--- config.mk ---
export PLATFORM = sky130hd
export DESIGN_NAME = utf8_decode_classify_core
export DESIGN_NICKNAME = d
export VERILOG_FILES = /design/src/rtl/core/udc_pkg.sv /design/src/rtl/core/utf8_decode_classify_core.sv
export SDC_FILE = /design/constraint.sdc
export NUM_CORES = 1
export LEC_CHECK = 0
export BUFFER_PORTS_ARGS = -buffer_cell sky130_fd_sc_hd__buf_2
export CAP_MARGIN = 20
export CELL_PAD_IN_SITES_DETAIL_PLACEMENT = 0
export CELL_PAD_IN_SITES_GLOBAL_PLACEMENT = 1
export CORE_MARGIN = 4
export CORE_UTILIZATION = 35
export DETAILED_ROUTE_END_ITERATION = 7
export GPL_ROUTABILITY_DRIVEN = 0
export GPL_TIMING_DRIVEN = 0
export PLACE_DENSITY_LB_ADDON = 0.12
export SLEW_MARGIN = 10
export SYNTH_ARGS = -nofsm -noshare
export SYNTH_HDL_FRONTEND = slang
export SYNTH_SLANG_ARGS = --single-unit
--- constraint.sdc ---
create_clock -name i_clk -period 8.4 [get_ports i_clk]
set_input_delay 1.68 -clock i_clk [delete_from_list [all_inputs] [get_ports i_clk]]
set_output_delay 1.68 -clock i_clk [all_outputs]
set_load 0.02 [all_outputs]
--- src/rtl/core/udc_pkg.sv ---
// Shared types, constants and range tables of the UTF-8 decode and classify core.
package udc_pkg;

    localparam int CP_W = 21;

    localparam logic [CP_W-1:0] REPLACEMENT = 21'h00FFFD;

    // Lead byte patterns: mask and expected value per sequence length
    localparam logic [7:0] LEAD2_MASK = 8'hE0;
    localparam logic [7:0] LEAD2_VAL  = 8'hC0;
    localparam logic [7:0] LEAD3_MASK = 8'hF0;
    localparam logic [7:0] LEAD3_VAL  = 8'hE0;
    localparam logic [7:0] LEAD4_MASK = 8'hF8;
    localparam logic [7:0] LEAD4_VAL  = 8'hF0;
    localparam logic [7:0] CONT_MASK  = 8'hC0;
    localparam logic [7:0] CONT_VAL   = 8'h80;
    localparam logic [7:0] ASCII_TOP  = 8'h80;

    typedef enum logic [1:0] {
        CLASS_OTHER  = 2'd0,
        CLASS_LETTER = 2'd1,
        CLASS_DIGIT  = 2'd2,
        CLASS_SPACE  = 2'd3
    } t_class;

    typedef struct packed {
        logic [7:0] in_byte;
        logic       end_of_text;
    } t_in_word;

    typedef struct packed {
        logic [CP_W-1:0] code_point;
        logic            malformed;
        logic [1:0]      char_class;
        logic            last_of_run;
    } t_out_word;

    typedef struct packed {
        logic [CP_W-1:0] lo;
        logic [CP_W-1:0] hi;
    } t_span;

    localparam int N_LETTER = 42;
    localparam int N_DIGIT  = 17;
    localparam int N_SPACE  = 10;

    localparam t_span LETTER_SPANS [0:N_LETTER-1] = '{
        '{21'h00041, 21'h0005A}, '{21'h00061, 21'h0007A}, '{21'h00300, 21'h0036F},
        '{21'h00370, 21'h003FF}, '{21'h00400, 21'h0052F}, '{21'h00590, 21'h005FF},
        '{21'h00600, 21'h006FF}, '{21'h00750, 21'h0077F}, '{21'h00900, 21'h009FF},
        '{21'h00A00, 21'h00AFF}, '{21'h00B00, 21'h00BFF}, '{21'h00C00, 21'h00CFF},
        '{21'h00D00, 21'h00DFF}, '{21'h00E00, 21'h00EFF}, '{21'h01000, 21'h0109F},
        '{21'h010A0, 21'h010FF}, '{21'h01100, 21'h011FF}, '{21'h01200, 21'h0137F},
        '{21'h013A0, 21'h013FF}, '{21'h01DC0, 21'h01DFF}, '{21'h01E00, 21'h01EFF},
        '{21'h01F00, 21'h01FFF}, '{21'h020D0, 21'h020FF}, '{21'h02C60, 21'h02C7F},
        '{21'h02E80, 21'h02EFF}, '{21'h03040, 21'h030FF}, '{21'h03130, 21'h0318F},
        '{21'h031A0, 21'h031BF}, '{21'h03400, 21'h04DBF}, '{21'h04E00, 21'h09FFF},
        '{21'h0A000, 21'h0A48F}, '{21'h0AC00, 21'h0D7AF}, '{21'h0F900, 21'h0FAFF},
        '{21'h0FB00, 21'h0FB4F}, '{21'h0FB50, 21'h0FDFF}, '{21'h0FE20, 21'h0FE2F},
        '{21'h0FE70, 21'h0FEFF}, '{21'h0FF21, 21'h0FF3A}, '{21'h0FF41, 21'h0FF5A},
        '{21'h10400, 21'h1044F}, '{21'h1D400, 21'h1D7FF}, '{21'h2F800, 21'h2FA1F}
    };

    localparam t_span DIGIT_SPANS [0:N_DIGIT-1] = '{
        '{21'h00030, 21'h00039}, '{21'h00660, 21'h00669}, '{21'h006F0, 21'h006F9},
        '{21'h00966, 21'h0096F}, '{21'h009E6, 21'h009EF}, '{21'h00A66, 21'h00A6F},
        '{21'h00AE6, 21'h00AEF}, '{21'h00B66, 21'h00B6F}, '{21'h00BE6, 21'h00BEF},
        '{21'h00C66, 21'h00C6F}, '{21'h00CE6, 21'h00CEF}, '{21'h00D66, 21'h00D6F},
        '{21'h00E50, 21'h00E59}, '{21'h00ED0, 21'h00ED9}, '{21'h00F20, 21'h00F29},
        '{21'h0FF10, 21'h0FF19}, '{21'h104A0, 21'h104A9}
    };

    localparam t_span SPACE_SPANS [0:N_SPACE-1] = '{
        '{21'h00009, 21'h0000D}, '{21'h00020, 21'h00020}, '{21'h00085, 21'h00085},
        '{21'h000A0, 21'h000A0}, '{21'h01680, 21'h01680}, '{21'h02000, 21'h0200A},
        '{21'h02028, 21'h02029}, '{21'h0202F, 21'h0202F}, '{21'h0205F, 21'h0205F},
        '{21'h03000, 21'h03000}
    };

    // Letter wins over digit, digit over whitespace
    function automatic t_class classify(input logic [CP_W-1:0] cp);
        logic hit_l;
        logic hit_d;
        logic hit_s;
        hit_l = 1'b0;
        hit_d = 1'b0;
        hit_s = 1'b0;
        for (int i = 0; i < N_LETTER; i++) begin
            if (cp >= LETTER_SPANS[i].lo && cp <= LETTER_SPANS[i].hi) hit_l = 1'b1;
        end
        for (int i = 0; i < N_DIGIT; i++) begin
            if (cp >= DIGIT_SPANS[i].lo && cp <= DIGIT_SPANS[i].hi) hit_d = 1'b1;
        end
        for (int i = 0; i < N_SPACE; i++) begin
            if (cp >= SPACE_SPANS[i].lo && cp <= SPACE_SPANS[i].hi) hit_s = 1'b1;
        end
        if (hit_l)      return CLASS_LETTER;
        else if (hit_d) return CLASS_DIGIT;
        else if (hit_s) return CLASS_SPACE;
        else            return CLASS_OTHER;
    endfunction

    localparam t_class REPL_CLASS = classify(REPLACEMENT);

endpackage

--- src/rtl/core/utf8_decode_classify_core.sv ---
// Streaming UTF-8 decoder with replacement and character class tagging.
// Each result passes the decode register, then the classify/output register, before it
//   is offered; while the output stalls, the next result waits in the decode register.
// Throughput: one byte per cycle while each byte yields at most one result and the output
//   is not stalled; a byte with k results (up to 4) holds the output for k handshakes.
// Reset (synchronous, active low) drops any pending sequence and empties both stages.
module utf8_decode_classify_core (
    input  logic                i_clk,
    input  logic                i_rst_n,
    input  logic                i_in_valid,
    output logic                o_in_ready,
    input  udc_pkg::t_in_word   i_in_word,
    output logic                o_out_valid,
    input  logic                i_out_ready,
    output udc_pkg::t_out_word  o_out_word
);

    // ------------------------------------------------------------------
    // Sequence state: lead plus buffered continuation bytes
    // ------------------------------------------------------------------
    logic [7:0] r_held [0:2];
    logic [1:0] r_held_cnt, n_held_cnt;
    logic [1:0] r_need_cnt, n_need_cnt;

    // Stage 1: result burst descriptor. A burst is (cnt-1) replacements
    // followed by one final word held in cp/bad.
    logic                       r_s1_vld;
    logic [2:0]                 r_s1_cnt;
    logic [udc_pkg::CP_W-1:0]   r_s1_cp;
    logic                       r_s1_bad;

    // Stage 2: classified burst, drained one word per handshake
    logic                       r_s2_vld;
    logic [2:0]                 r_s2_cnt;
    logic [udc_pkg::CP_W-1:0]   r_s2_cp;
    logic                       r_s2_bad;
    logic [1:0]                 r_s2_cls;

    // Decode outputs
    logic                       held_we;
    logic [1:0]                 held_wa;
    logic [2:0]                 dec_reps;
    logic                       dec_fin;
    logic [2:0]                 dec_cnt;
    logic [udc_pkg::CP_W-1:0]   dec_cp;
    logic                       dec_bad;

    logic [7:0]                 in_b;
    logic                       in_eot;
    logic                       accept;
    logic                       s2_take, s2_done, s2_free, s1_move, s1_free;

    assign in_b   = i_in_word.in_byte;
    assign in_eot = i_in_word.end_of_text;

    // ------------------------------------------------------------------
    // Handshake and stage movement
    // ------------------------------------------------------------------
    assign s2_take    = r_s2_vld && i_out_ready;
    assign s2_done    = s2_take && (r_s2_cnt == 3'd1);
    assign s2_free    = !r_s2_vld || s2_done;
    assign s1_move    = r_s1_vld && s2_free;
    assign s1_free    = !r_s1_vld || s1_move;
    assign o_in_ready = s1_free;
    assign accept     = i_in_valid && o_in_ready;

    // ------------------------------------------------------------------
    // Decode: one pass over the incoming byte and the pending state
    // ------------------------------------------------------------------
    always_comb begin
        logic       is_cont;
        logic       lead_path;
        logic [1:0] lead_need;

        is_cont   = (in_b & udc_pkg::CONT_MASK) == udc_pkg::CONT_VAL;
        lead_path = 1'b0;

        if ((in_b & udc_pkg::LEAD2_MASK) == udc_pkg::LEAD2_VAL)      lead_need = 2'd1;
        else if ((in_b & udc_pkg::LEAD3_MASK) == udc_pkg::LEAD3_VAL) lead_need = 2'd2;
        else if ((in_b & udc_pkg::LEAD4_MASK) == udc_pkg::LEAD4_VAL) lead_need = 2'd3;
        else                                                         lead_need = 2'd0;

        n_held_cnt = r_held_cnt;
        n_need_cnt = r_need_cnt;
        held_we    = 1'b0;
        held_wa    = r_held_cnt;
        dec_reps   = 3'd0;
        dec_fin    = 1'b0;
        dec_cp     = udc_pkg::REPLACEMENT;
        dec_bad    = 1'b1;

        if (r_need_cnt == 2'd0) begin
            lead_path = 1'b1;
        end else if (is_cont) begin
            if (r_need_cnt == 2'd1) begin
                // Sequence complete: assemble the code point
                case (r_held_cnt)
                    2'd0: dec_cp = {15'd0, in_b[5:0]};
                    2'd1: dec_cp = {10'd0, r_held[0][4:0], in_b[5:0]};
                    2'd2: dec_cp = {5'd0, r_held[0][3:0], r_held[1][5:0], in_b[5:0]};
                    default: dec_cp = {r_held[0][2:0], r_held[1][5:0], r_held[2][5:0],
                                       in_b[5:0]};
                endcase
                dec_fin    = 1'b1;
                dec_bad    = 1'b0;
                n_held_cnt = 2'd0;
                n_need_cnt = 2'd0;
            end else if (in_eot || r_held_cnt == 2'd3) begin
                // Short at end: flush the held bytes, replace this one too
                dec_reps   = {1'b0, r_held_cnt};
                dec_fin    = 1'b1;
                n_held_cnt = 2'd0;
                n_need_cnt = 2'd0;
            end else begin
                held_we    = 1'b1;
                n_held_cnt = r_held_cnt + 2'd1;
                n_need_cnt = r_need_cnt - 2'd1;
            end
        end else begin
            // Broken sequence: flush, then retry the byte as a lead
            dec_reps   = {1'b0, r_held_cnt};
            n_held_cnt = 2'd0;
            n_need_cnt = 2'd0;
            lead_path  = 1'b1;
        end

        if (lead_path) begin
            if (in_b < udc_pkg::ASCII_TOP) begin
                dec_fin = 1'b1;
                dec_cp  = {13'd0, in_b};
                dec_bad = 1'b0;
            end else if (lead_need == 2'd0 || in_eot) begin
                dec_fin = 1'b1;
            end else begin
                held_we    = 1'b1;
                held_wa    = 2'd0;
                n_held_cnt = 2'd1;
                n_need_cnt = lead_need;
            end
        end

        // Without a final word the burst ends on a replacement, which dec_cp/bad hold
        dec_cnt = dec_reps + {2'd0, dec_fin};
    end

    // ------------------------------------------------------------------
    // Sequence state registers
    // ------------------------------------------------------------------
    always_ff @(posedge i_clk) begin
        if (!i_rst_n) begin
            r_held_cnt <= 2'd0;
            r_need_cnt <= 2'd0;
        end else if (accept) begin
            r_held_cnt <= n_held_cnt;
            r_need_cnt <= n_need_cnt;
        end
    end

    // Held bytes carry payload only; entries above the count are never read
    always_ff @(posedge i_clk) begin
        for (int i = 0; i < 3; i++) begin
            if (accept && held_we && held_wa == 2'(i)) begin
                r_held[i] <= in_b;
            end
        end
    end

    // ------------------------------------------------------------------
    // Stage 1: load a burst on accept, drop it when it moves on
    // ------------------------------------------------------------------
    always_ff @(posedge i_clk) begin
        if (!i_rst_n) begin
            r_s1_vld <= 1'b0;
        end else if (accept && dec_cnt != 3'd0) begin
            r_s1_vld <= 1'b1;
        end else if (s1_move) begin
            r_s1_vld <= 1'b0;
        end
    end

    always_ff @(posedge i_clk) begin
        if (accept && dec_cnt != 3'd0) begin
            r_s1_cnt <= dec_cnt;
            r_s1_cp  <= dec_cp;
            r_s1_bad <= dec_bad;
        end
    end

    // ------------------------------------------------------------------
    // Stage 2: classify the final word, then count the burst down
    // ------------------------------------------------------------------
    always_ff @(posedge i_clk) begin
        if (!i_rst_n) begin
            r_s2_vld <= 1'b0;
            r_s2_cnt <= 3'd0;
        end else if (s1_move) begin
            r_s2_vld <= 1'b1;
            r_s2_cnt <= r_s1_cnt;
        end else if (s2_take) begin
            r_s2_cnt <= r_s2_cnt - 3'd1;
            if (s2_done) begin
                r_s2_vld <= 1'b0;
            end
        end
    end

    always_ff @(posedge i_clk) begin
        if (s1_move) begin
            r_s2_cp  <= r_s1_cp;
            r_s2_bad <= r_s1_bad;
            r_s2_cls <= udc_pkg::classify(r_s1_cp);
        end
    end

    // ------------------------------------------------------------------
    // Output word: replacements first, the stored final word last
    // ------------------------------------------------------------------
    assign o_out_valid = r_s2_vld;

    always_comb begin
        if (r_s2_cnt == 3'd1) begin
            o_out_word.code_point  = r_s2_cp;
            o_out_word.malformed   = r_s2_bad;
            o_out_word.char_class  = r_s2_cls;
            o_out_word.last_of_run = 1'b1;
        end else begin
            o_out_word.code_point  = udc_pkg::REPLACEMENT;
            o_out_word.malformed   = 1'b1;
            o_out_word.char_class  = udc_pkg::REPL_CLASS;
            o_out_word.last_of_run = 1'b0;
        end
    end

    // ------------------------------------------------------------------
    // Assertions
    // ------------------------------------------------------------------
    a_pending_consistent: assert property (@(posedge i_clk) disable iff (!i_rst_n)
        (r_need_cnt != 2'd0) |->
            (r_held_cnt != 2'd0) && ({1'b0, r_held_cnt} + {1'b0, r_need_cnt} <= 3'd4))
        else $error("pending sequence state out of range");

    a_s1_burst_len: assert property (@(posedge i_clk) disable iff (!i_rst_n)
        r_s1_vld |-> (r_s1_cnt != 3'd0) && (r_s1_cnt <= 3'd4))
        else $error("stage 1 burst length out of range");

    a_s2_burst_len: assert property (@(posedge i_clk) disable iff (!i_rst_n)
        r_s2_vld |-> (r_s2_cnt != 3'd0) && (r_s2_cnt <= 3'd4))
        else $error("stage 2 burst length out of range");

    a_s2_count_down: assert property (@(posedge i_clk) disable iff (!i_rst_n)
        (s2_take && r_s2_cnt > 3'd1) |=>
            r_s2_vld && (r_s2_cnt == $past(r_s2_cnt) - 3'd1))
        else $error("burst did not advance by one word");

endmodule
==> PnR_summary.wiki <==
{| class="wikitable"
! Metric !! Value
|-
| Type of the worst setup path || input port to primary output
|-
| Syn_nets || 690
|-
| Final setup violating endpoints || 0
|-
| Post-cts sizing count || 0
|-
| Number of buffers between clock root and the deepest sink || 2
|-
| Post-layout net count || 743
|-
| Horizontal extent of the die || 135 um
|-
| Number of DRC markers in iteration 0 || 878
|-
| Vias in the first global route || 5707
|-
| Non-Filler Instances || 942
|-
| Yosys top cell area share || 0.351
|-
| Highest cell delay on the worst timing path || 0.28 ns
|-
| EDFF count, synth || 66
|-
| Number of H-tree levels || 3
|-
| Final Max Tran Viols || 0
|-
| Setup slack after placement || 4.10 ns
|-
| Fin crit period || 4.11 ns
|-
| Setup repair bufs after CTS || 0
|-
| Global routing met3 resource utilization || 0.0808
|-
| Met2 Use GR || 0.349
|-
| Clock input transition at the sequential cells of the worst setup and hold paths || 0.05 ns
|-
| Global-route wire length before repair || 34.5 mm
|-
| Overall die area || 18200 um2
|-
| Post-synthesis compound-gate area fraction || 0.212
|-
| Setup_tns || 0 ns
|-
| Clock skew after layout || 0.00633 ns
|-
| Count of pins on the block boundary || 40
|-
| Async set-reset flop share out of synthesis || 0
|-
| Max Cap Violations || 0
|-
| Fillcell total || 1624
|-
| Number of cells in the design after placement || 925
|-
| Antenna viol nets, final || 0
|-
| P_leak || 2.02 nW
|-
| Synth Area in Adders || 0.0199
|-
| Worst Slack Setup Final || 4.29 ns
|-
| Post-synthesis mux area share || 0.00199
|-
| Capturing element type of the critical path || primary output
|-
| Syn Std Cell Area || 5650 um2
|-
| Count of hold-fix buffers inserted at cts || 0
|-
| Inserted Clock Buffers || 9
|-
| First-pass detailed-route iteration total || 8
|-
| Routed via count || 6097
|-
| Area added between synthesis and finish || 14.4%
|-
| Worst Path Required || 6.72 ns
|-
| Die Span Y || 135 um
|-
| Synthesis Warnings || 0
|-
| Worst-path maximum fanout || 4
|-
| Global-route usage over all layers || 0.246
|-
| Final core utilization || 0.409
|-
| Estimated wirelength of the detail-placed design || 16.9 mm
|-
| Commonest cells post-synth || sky130_fd_sc_hd__edfxtp_1, sky130_fd_sc_hd__nor2_1, sky130_fd_sc_hd__nand2_1, sky130_fd_sc_hd__o21ai_0, sky130_fd_sc_hd__clkbuf_1
|-
| Achievable clock frequency || 0.243 GHz
|-
| Most area-hungry cell type in the Yosys netlist || sky130_fd_sc_hd__edfxtp_1
|-
| Path type of the worst min-delay path || flip-flop to flip-flop
|-
| Main area contributors after synthesis || sky130_fd_sc_hd__edfxtp_1, sky130_fd_sc_hd__nor2_1, sky130_fd_sc_hd__o21ai_0
|-
| Maximum number of pins on one net before global-route repair || 32
|-
| Power density over the cells || 160 nW/um2
|-
| CTS root buf || sky130_fd_sc_hd__clkbuf_16
|-
| Combinational family with the most area after synthesis || simple AND/OR/NAND/NOR gates
|-
| Starting density of the core || 0.357
|-
| Post-synthesis share of cell area spent on xor and xnor gates || 0.00155
|-
| Met1 track demand over resource || 0.344
|-
| Actual transition at the worst max-transition pin || 1.16 ns
|-
| Global-route congestion overflow total || 0
|-
| Status || finished, violations left
|-
| Critical path cell sequence || buf_2 -> a21boi_0 -> nand2_1 -> buf_2
|-
| Worst Setup Start Kind || input port
|-
| Post-synthesis cell type count || 71
|-
| Post-synthesis sequential element count || 75
|-
| Total power || 1.04 mW
|-
| Worst path most repeated cell || sky130_fd_sc_hd__buf_2
|-
| Share of final-layout standard cells stronger than drive strength 1 || 0.117
|-
| Synth Area in Simple Gates || 0.334
|-
| Failing checks || design-rule violations
|-
| Number of hold violations in the final report || 0
|-
| Ratio of final minimum period to clock period || 0.490
|-
| Unrepaired setup endpoints after global routing || no
|-
| Arrival time of data at the critical path endpoint || 2.43 ns
|-
| DRT Wirelength || 22.6 mm
|-
| Number of I/O port buffers || 39
|-
| Number of design rule violations left after detail routing || 16
|-
| Slowest cell on the critical path || sky130_fd_sc_hd__a21boi_0
|-
| Synth Area per Inst || 8.46 um2
|-
| Most used routing layer || met2
|-
| CTS tree || yes
|-
| Standard-cell rows || 46
|-
| Clock latency on the worst-skew pair || 0.34 ns
|-
| Highest ir drop seen on vdd || 0.118 mV
|-
| Share of the yosys chip area belonging to registers || 0.383
|-
| Initial antenna violation count || 0
|-
| Core region area || 15800 um2
|-
| Most frequently used flop master after synthesis || sky130_fd_sc_hd__edfxtp_1
|-
| Average routed wire per standard cell || 24.0 um
|-
| Number of instances in the synthesized netlist || 668
|-
| Most frequently used cell type in the post-synthesis netlist || sky130_fd_sc_hd__edfxtp_1
|-
| Per-cell via count in the routed design || 6.47
|-
| Clock sink total || 75
|-
| Diode count || 0
|-
| Worst rel slew slack || 0.223
|}
==> cells in the final DEF (no fill, tap or decap), drive strengths merged, types with 4 or more instances in the layout <==
cell type,count
clkbuf,50
o21a,5
o32ai,4
and3,9
a21oi,33
edfxtp,66
and4,4
o22ai,5
inv,15
or3,7
o2111ai,5
nand2b,31
a211oi,8
and2,20
a21boi,11
a22oi,12
nand3,30
nor4,27
o211ai,6
o311ai,5
nor2b,10
buf,54
dfxtp,9
or2,8
ha,9
nand3b,5
nor3b,4
o21ai,41
nor4b,7
nor2,59
nor3,26
or4,11
a31oi,14
nand4,18
nand2,51
==> final cells by class <==
type,count,area (um2),share of cell area
buffer,50,211,0.0327
clock buffer,12,236,0.0366
clock inverter,4,75.1,0.0116
inverter,16,60.1,0.00929
multi-input combinational,527,3230,0.499
sequential,75,2160,0.334
tap,216,270,0.0418
timing repair buffer,42,223,0.0344
==> path summary, 6_finish.rpt <==
| kind | end | cells past startpoint | from | slack [ns] |
|---|---|---|---|---|
| hold reg to reg | r_s2_bad | 0 | r_s1_bad | 0.44 |
| setup / recovery | o_in_ready | 4 | i_out_ready | 4.29 |
| hold / removal | r_s2_bad | 0 | r_s1_bad | 0.44 |
| setup reg to reg | r_s2_cls[0] | 8 | r_s1_cp[14] | 4.52 |
==> layer usage <==
metal | up-vias | wire length, um
li1 | 2680 | -
met1 | 2828 | 9570
met2 | 472 | 9160
met3 | 117 | 2730
met4 | 0 | 1110
met5 | - | 0
==> power breakdown <==
part / leakage (nW) / internal (mW) / switching, mW / total, mW
logic: 1.19 / 0.0546 / 0.140 / 0.195
clock network: 0.143 / 0.260 / 0.143 / 0.403
registers: 0.688 / 0.427 / 0.0125 / 0.439
==> sequential cells by signal, summed over array words and instances, names as in the netlist <==
register / count
r_s1_cp: 21
r_s2_cp: 21
r_held: 17
r_s1_cnt: 3
r_s2_cnt: 3
r_held_cnt: 2
r_need_cnt: 2
r_s2_cls: 2
o_out_valid: 1
r_s1_bad: 1
r_s1_vld: 1
r_s2_bad: 1
==> cell families after synthesis <==
kind of cell	after synthesis
flops	75
compound gates	179
xor+xnor	1
mux	1
buf+inv	66
simple gates	337
fa+ha+maj	9
==> through the flow <==
step           area [um2]  hold slack (ns)
6_report             6470            0.436
5_1_grt              6470            0.440
4_1_cts              6460            0.439
3_5_place_dp         6150            0.426
3_3_place_gp         6120            0.410
2_1_floorplan        5650            0.400
==> worst max-delay path: cells and delay by family <==
family,cells,cell delay [ns]
and+or+nand+nor,1,0.17
AOI/OAI and AO/OA,1,0.28
buffers and inverters,2,0.29
Note: power is estimated with default switching activity, not from simulation.
